`config.mk`:
```
export PLATFORM = sky130hd
export DESIGN_NAME = tll_div
export DESIGN_NICKNAME = d
export VERILOG_FILES = /design/src/rtl/tll_pkg.sv /design/src/rtl/tll_div.sv
export SDC_FILE = /design/constraint.sdc
export NUM_CORES = 1
export LEC_CHECK = 0
export BUFFER_PORTS_ARGS = -buffer_cell sky130_fd_sc_hd__buf_2
export CAP_MARGIN = 5
export CORE_MARGIN = 2
export CORE_UTILIZATION = 48
export CTS_CLUSTER_SIZE = 14
export DETAILED_ROUTE_END_ITERATION = 8
export PLACE_DENSITY = 0.81
export SYNTH_ARGS = -nofsm -noshare
export SYNTH_HDL_FRONTEND = slang
export SYNTH_SLANG_ARGS = --single-unit
```
`constraint.sdc`:
```
create_clock -name clk -period 4.55 [get_ports clk]
set_clock_uncertainty 0.2 [all_clocks]
set_input_delay 0.2275 -clock clk [delete_from_list [all_inputs] [get_ports clk]]
set_output_delay 0.2275 -clock clk [all_outputs]
set_load 0.02 [all_outputs]
```
`src/rtl/tll_pkg.sv`:
```
// shared constants, types and helpers for the thermistor table linearizer
package tll_pkg;

  localparam int SENSORS = 8;
  localparam int ENTRIES = 64;

  localparam int SEN_W  = (SENSORS > 1) ? $clog2(SENSORS) : 1;
  localparam int LEN_W  = $clog2(ENTRIES + 1);
  localparam int ADDR_W = (SENSORS * ENTRIES > 1) ? $clog2(SENSORS * ENTRIES) : 1;

  localparam int RAW_W  = 16;
  localparam int CEL_W  = 16;
  localparam int WORD_W = RAW_W + CEL_W;
  localparam int FRAC_W = 8;
  localparam int TEMP_W = CEL_W + FRAC_W;
  localparam int CFG_W  = 4;

  // interpolation datapath widths
  localparam int P0_W   = CEL_W + RAW_W + 1;
  localparam int P1_W   = 2 * (RAW_W + 1);
  localparam int SUM_W  = P1_W + 1;
  localparam int DSOR_W = RAW_W;
  localparam int Q_W    = TEMP_W;
  localparam int DEND_W = Q_W + DSOR_W;

  typedef enum logic {
    OP_CONVERT = 1'b0,
    OP_LOAD    = 1'b1
  } op_t;

  typedef enum logic [1:0] {
    STATUS_OK         = 2'd0,
    STATUS_BAD_SENSOR = 2'd1,
    STATUS_EMPTY      = 2'd2
  } status_t;

  typedef enum logic [3:0] {
    ST_IDLE,
    ST_STEP,
    ST_RD_LO,
    ST_RD_HI,
    ST_EDGE,
    ST_MUL,
    ST_SUM,
    ST_DIV,
    ST_DONE
  } state_t;

  typedef logic [3:0]              sensor_t;
  typedef logic [RAW_W-1:0]        raw_t;
  typedef logic [5:0]              entry_idx_t;
  typedef logic signed [CEL_W-1:0] degrees_t;
  typedef logic signed [TEMP_W-1:0] temp_t;
  typedef logic [CFG_W-1:0]        cfg_data_t;

  // first table word of a sensor
  function automatic logic [ADDR_W-1:0] tbl_base(input sensor_t s);
    return ADDR_W'(32'(s) * ENTRIES);
  endfunction

endpackage

```
`src/rtl/tll_div.sv`:
```
// restoring divider, one quotient bit per cycle, quotient known to fit Q_W bits
module tll_div (
  input  logic                      clk,
  input  logic                      rst,
  input  logic                      start,
  input  logic [tll_pkg::DEND_W-1:0] dividend,
  input  logic [tll_pkg::DSOR_W-1:0] divisor,
  output logic                      done,
  output logic [tll_pkg::Q_W-1:0]   quotient
);
  import tll_pkg::*;

  localparam int CNT_W = $clog2(Q_W + 1);

  logic [DSOR_W-1:0] rem, rem_next;
  logic [Q_W-1:0]    quo, quo_next;
  logic [CNT_W-1:0]  cnt;
  logic              busy;
  logic [DSOR_W:0]   trial;

  always_comb begin
    trial = {rem, quo[Q_W-1]};
    if (trial >= {1'b0, divisor}) begin
      rem_next = DSOR_W'(trial - {1'b0, divisor});
      quo_next = {quo[Q_W-2:0], 1'b1};
    end else begin
      rem_next = DSOR_W'(trial);
      quo_next = {quo[Q_W-2:0], 1'b0};
    end
  end

  always_ff @(posedge clk) begin
    if (rst) begin
      busy <= 1'b0;
      done <= 1'b0;
      cnt  <= '0;
    end else begin
      done <= 1'b0;
      if (start) begin
        busy <= 1'b1;
        cnt  <= CNT_W'(Q_W);
      end else if (busy) begin
        cnt <= cnt - 1'b1;
        if (cnt == CNT_W'(1)) begin
          busy <= 1'b0;
          done <= 1'b1;
        end
      end
    end
  end

  // high dividend bits start as the partial remainder, already below the divisor
  always_ff @(posedge clk) begin
    if (start) begin
      rem <= dividend[Q_W+DSOR_W-1:Q_W];
      quo <= dividend[Q_W-1:0];
    end else if (busy) begin
      rem <= rem_next;
      quo <= quo_next;
    end
  end

  assign quotient = quo;

endmodule
```
* Yosys cells after proc, flatten, opt, wreduce, memory -nomap -nowiden *
Index checks and enable logic that the tools add are counted.

operators by class
  magnitude comparators = 1
  equal/unequal tests = 1
  bitwise logic cells = 1
  reductions and logical operators = 3
  mux-type cells = 12
  $add $sub $neg = 2

operators with widths
  kind                   count
  $mux W16               3
  $mux W24               2
  $ge A17 B16 Y1         1
  $sub A16 B16 Y16       1
  $mux W5                2
  $eq A5 B1 Y1 const B   1
  $mux W1                5
  $sub A5 B1 Y5 const B  1
  $reduce_or A3 Y1       1
  $reduce_bool A2 Y1     1
  $reduce_or A2 Y1       1
  $not A1 Y1             1

word-level totals
  output and inout port bits = 25
  logic and storage cells = 26
  bits in registers = 47

* Logic depth before layout (Yosys ltp) *
  depth after elaboration = 4
  mapped depth = 10
  mapped depth without buffers = 10

* Least setup slack after synthesis *
OpenSTA, ideal clock, no wires.

  kind = reg2reg
  from = reg quo[23] (netlist: quotient[23])
  to = reg rem[14], data pin
  data arrival time = 2.457 ns
  stages on the path, launching flop included = 11
  path buffers = 0
  setup slack = 1.625 ns
  data required time = 4.081 ns
  period minus slack after synthesis = 2.925 ns
  path through = edfxtp_1 -> inv_1 -> ha_1 -> inv_1 -> fa_1 -> a21o_1 -> a221oi_2 -> o22ai_1 -> mux2i_1 -> a2111oi_0 -> o31ai_1

between the ends
  longest elaborated chain between the ends = 4
  elaborated cells on any way between the ends = 5
  those cells by class = add/sub: 1; order compare: 1; mux: 3

RTL lines
  element                                                    RTL line                      RTL
  start: declaration                                         tll_div.sv:16                 logic [Q_W-1:0] quo, quo_next;
  start signal: assignment                                   tll_div.sv:56                 quo <= dividend[Q_W-1:0];
  start signal: assignment                                   tll_div.sv:59                 quo <= quo_next;
  $sub A16 B16 Y16 / $ge A17 B16 Y1 (equally long branches)  tll_div.sv:24, tll_div.sv:23
  $mux W16 (*)                                               tll_div.sv:23                 if (trial >= {1'b0, divisor}) begin
  $mux W16 (*)                                               tll_div.sv:57                 end else if (busy) begin
  $mux W16 (*)                                               tll_div.sv:54                 if (start) begin
  end signal: assignment                                     tll_div.sv:55                 rem <= dividend[Q_W+DSOR_W-1:Q_W];
  end signal: assignment                                     tll_div.sv:58                 rem <= rem_next;
  end: declaration                                           tll_div.sv:15                 logic [DSOR_W-1:0] rem, rem_next;

Mark *: on every way between the ends. The rest lies on a longest branch, timed or not. The select of a mux whose other input is x is not followed.
A chain may end at the register's enable or synchronous reset.

* Final worst setup path *
Ends and elaborated chain as after synthesis.

==> PnR_summary.wiki <==
{| class="wikitable"
! Metric !! Value
|-
| Global-route usage over all layers || a little under a fifth
|-
| Number of buffers inserted for hold repair after clock tree synthesis || 2
|-
| Y dimension of the die || 86.2 µm
|-
| Final RePlAce weighted congestion || between 0.8 and 0.9
|-
| Share of the cycle needed by the critical path after routing || between 60% and 70%
|-
| Clock-pin slew on the worst setup and hold paths || ~0.10 ns
|-
| Highest-count cells in the layout ignoring fill and taps || 83 x sky130_fd_sc_hd__buf_2, 40 x sky130_fd_sc_hd__edfxtp_1, 23 x sky130_fd_sc_hd__inv_1, 23 x sky130_fd_sc_hd__mux2_2, 18 x sky130_fd_sc_hd__ha_1
|-
| Io pins || between 80 and 90
|-
| Unique masters post-synth || between 60 and 70
|-
| Filler cell count || about 550
|-
| Crit path max fanout || 5
|-
| Number of register bits inferred by synthesis || 47
|-
| Total Nets Final || approximately 450
|-
| Capture point of the worst reg-to-reg path || rem[14]
|-
| Antenna violations before repair || 0
|-
| Iteration count of the initial detailed-routing pass || 4
|-
| Chip Width || around 86 µm
|-
| Starting density of the core || 50.4%
|-
| Total DRC errors in the routed layout || 0
|-
| Total of max-cap violations || 0
|-
| Growth of design area from synthesis to finish || 17.3%
|-
| Synth Area per Inst || approximately 11 µm²
|-
| Area of the multi-input gates || roughly 1700 µm²
|-
| Overall power consumption || between 1.5 and 2 mW
|-
| Final setup violation count || 0
|-
| Slew at the pin closest to its max-slew limit || between 0.9 and 1 ns
|-
| Hold path start || dividend[36]
|-
| I/O Buffers || 83
|-
| Final instance area || 3800 µm²
|-
| Share of final-layout standard cells stronger than drive strength 1 || a little over a third
|-
| Post-route ant nets || 0
|-
| Worst IR drop on VDD || ~0.16 mV
|-
| Setup repair after global routing missed its margin || false
|-
| Static leakage power || between 1.5 and 2 nW
|-
| Clock latency on the worst-skew pair || 0.31 ns
|-
| Worst Reg-to-Reg Cells || 10
|-
| Upper clock frequency limit || 328 MHz
|-
| Routed wire per std cell || about 16 µm
|-
| Global-route wire length before repair || 11300 µm
|-
| Die Outline Area || approximately 7400 µm²
|-
| Initial DRC count || ~180
|-
| Most common cell after layout, fill and taps aside || sky130_fd_sc_hd__buf_2
|-
| Number of diodes || 0
|-
| Most used flip-flop cell after synthesis || sky130_fd_sc_hd__edfxtp_1
|-
| Max Slew Vio Count || 0
|-
| Count of placed standard cells in the final layout, fillers left out || around 450
|-
| Via count || between 2000 and 3000
|-
| Synthesized instance count || ~300
|-
| Final WS setup || around 1.5 ns
|-
| Register-to-register setup slack || 1.50 ns
|-
| TritonCTS clock tree || built
|-
| Sink Count || 47
|-
| Area post-placement || ~3700 µm²
|-
| Number of enable-type register cells in the synthesized netlist || 40
|-
| Number of failing hold endpoints at the final stage || 0
|-
| Run status || completed
|-
| Arrival time worst endpoint || between 2 and 3 ns
|-
| Number of H-tree levels || 2
|-
| Area of the mapped netlist || about 3200 µm²
|-
| Final cell utilization of the core || just under 60%
|-
| Syn_nets || 375
|-
| Post-Place Worst Slack || between 1.5 and 2 ns
|-
| Bufs on Longest Clock Path || 2
|-
| Crit path time final || just over 3 ns
|-
| Number of gates resized after cts || 0
|-
| Buffer type at the clock tree root || sky130_fd_sc_hd__clkbuf_8
|-
| Final Routed Wirelength || 7040 µm
|-
| Reg-to-reg startpoint || quotient[23]
|-
| Post-route worst hold slack || around 0.0016 ns
|-
| Async S/R FF share, synth || 0%
|-
| Endpoint of the worst hold path || rem[12]
|-
| Final TNS setup || 0 ns
|-
| Power density normalized to cell area || 405 nW/µm²
|-
| Number of vias per cell || about 5.6
|-
| Type of the tightest min-delay check || in -> reg
|-
| Synthesis warning total || 0
|-
| Critical path launch point type || flip-flop
|-
| Data required time at the worst endpoint || approximately 4.4 ns
|-
| Sequential fraction of the synthesis area || 41.4%
|-
| Row cnt || 29
|-
| Depth of the worst hold-timing path || 3
|-
| Relative slew slack || 35.2%
|-
| Type of destination of the critical path || flip-flop
|-
| Total core area || between 6000 and 7000 µm²
|-
| Worst setup path category || reg -> reg
|-
| Post-Place Cells || around 440
|-
| CTS buffer count || 5
|-
| Pin count of the biggest net entering global routing || between 70 and 80
|-
| Grt ovf || 0
|-
| Detailed Place HPWL || roughly 5100 µm
|-
| Number of global-route vias before repair || between 2000 and 2500
|-
| Reg area || between 1000 and 1500 µm²
|-
| # Post-CTS Setup Buffers || 0
|}
==> layer usage <==
layer,GRT usage (%),up-vias,wire (µm),share of wire (%)
li1,-,1271,-,-
met1,26.9,1202,3210,46
met2,30.7,68,3420,49
met3,3.27,4,357,5.1
met4,4.33,0,51,0.72
met5,0,-,0,0
==> cells in the mapped netlist (all sizes together) (6+ instances only) <==
| cell | instances | area [µm²] |
|---|---|---|
| inv | 23 | 86.3 |
| nand2 | 16 | 60.1 |
| buf | 9 | 55.1 |
| nor3 | 8 | 40.0 |
| nand2b | 6 | 37.5 |
| dfxtp | 7 | 140 |
| nor2 | 14 | 60.1 |
| mux2 | 23 | 259 |
| a21oi | 16 | 83.8 |
| edfxtp | 40 | 1200 |
| a21o | 6 | 45.0 |
| nor2b | 7 | 43.8 |
| xor2 | 9 | 78.8 |
| o311ai | 7 | 91.3 |
| o31ai | 6 | 58.8 |
| ha | 18 | 225 |
| clkbuf | 8 | 30.0 |
| xnor2 | 7 | 61.3 |
| nand4b | 7 | 61.3 |
==> report_power, final <==
part | leakage [nW] | switching [mW] | total, mW | internal [mW]
combinational | 1.09 | 0.376 | 0.663 | 0.287
sequential | 0.461 | 0.0362 | 0.593 | 0.556
clock | 0.0517 | 0.159 | 0.284 | 0.125
total | 1.60 | 0.571 | 1.54 | 0.968
==> state kept, by name (all words and copies together), names as in the netlist <==
signal    flops
busy          1
rem          16
quotient     24
cnt           5
done          1
==> worst max-delay path by stage <==
| stage | startpoint | end | slack, ns | depth (start not counted) |
|---|---|---|---|---|
| final | quotient[23] | rem[14] | 1.50 | 10 |
| after global routing | quotient[23] | rem[14] | 1.14 | 10 |
| after CTS | quotient[23] | rem[14] | 1.49 | 10 |
| after detailed placement | quotient[23] | rem[14] | 1.52 | 10 |
| after global placement | quotient[23] | rem[14] | 1.58 | 10 |
| after floorplan | quotient[23] | rem[14] | 1.62 | 10 |
==> critical path, cell delays in order (launching register included) <==
cell and delay (ns):
sky130_fd_sc_hd__edfxtp_1 0.40, sky130_fd_sc_hd__inv_1 0.09, sky130_fd_sc_hd__ha_1 0.16, sky130_fd_sc_hd__inv_1 0.05, sky130_fd_sc_hd__fa_1 0.39, sky130_fd_sc_hd__a21o_1 0.21
sky130_fd_sc_hd__a221oi_2 0.41, sky130_fd_sc_hd__o22ai_1 0.18, sky130_fd_sc_hd__mux2i_1 0.14, sky130_fd_sc_hd__a2111oi_0 0.41, sky130_fd_sc_hd__o31ai_1 0.12
==> final cells by class <==
class	count	area share, %
clock buffer	6	2.17
timing repair buffer	87	11.9
multi-input combinational	210	45.5
tap	77	2.54
clock inverter	2	0.395
inverter	23	2.27
sequential	47	35.3
==> logic make-up after synthesis <==
family,after synthesis,synth area share (%)
mux,24,8.30
flops,47,41.4
simple gates,78,14.1
buf+inv,40,5.29
compound gates,73,19.0
fa+ha+maj,19,7.57
xor+xnor,16,4.33
Note: power is estimated with default switching activity, not from simulation.
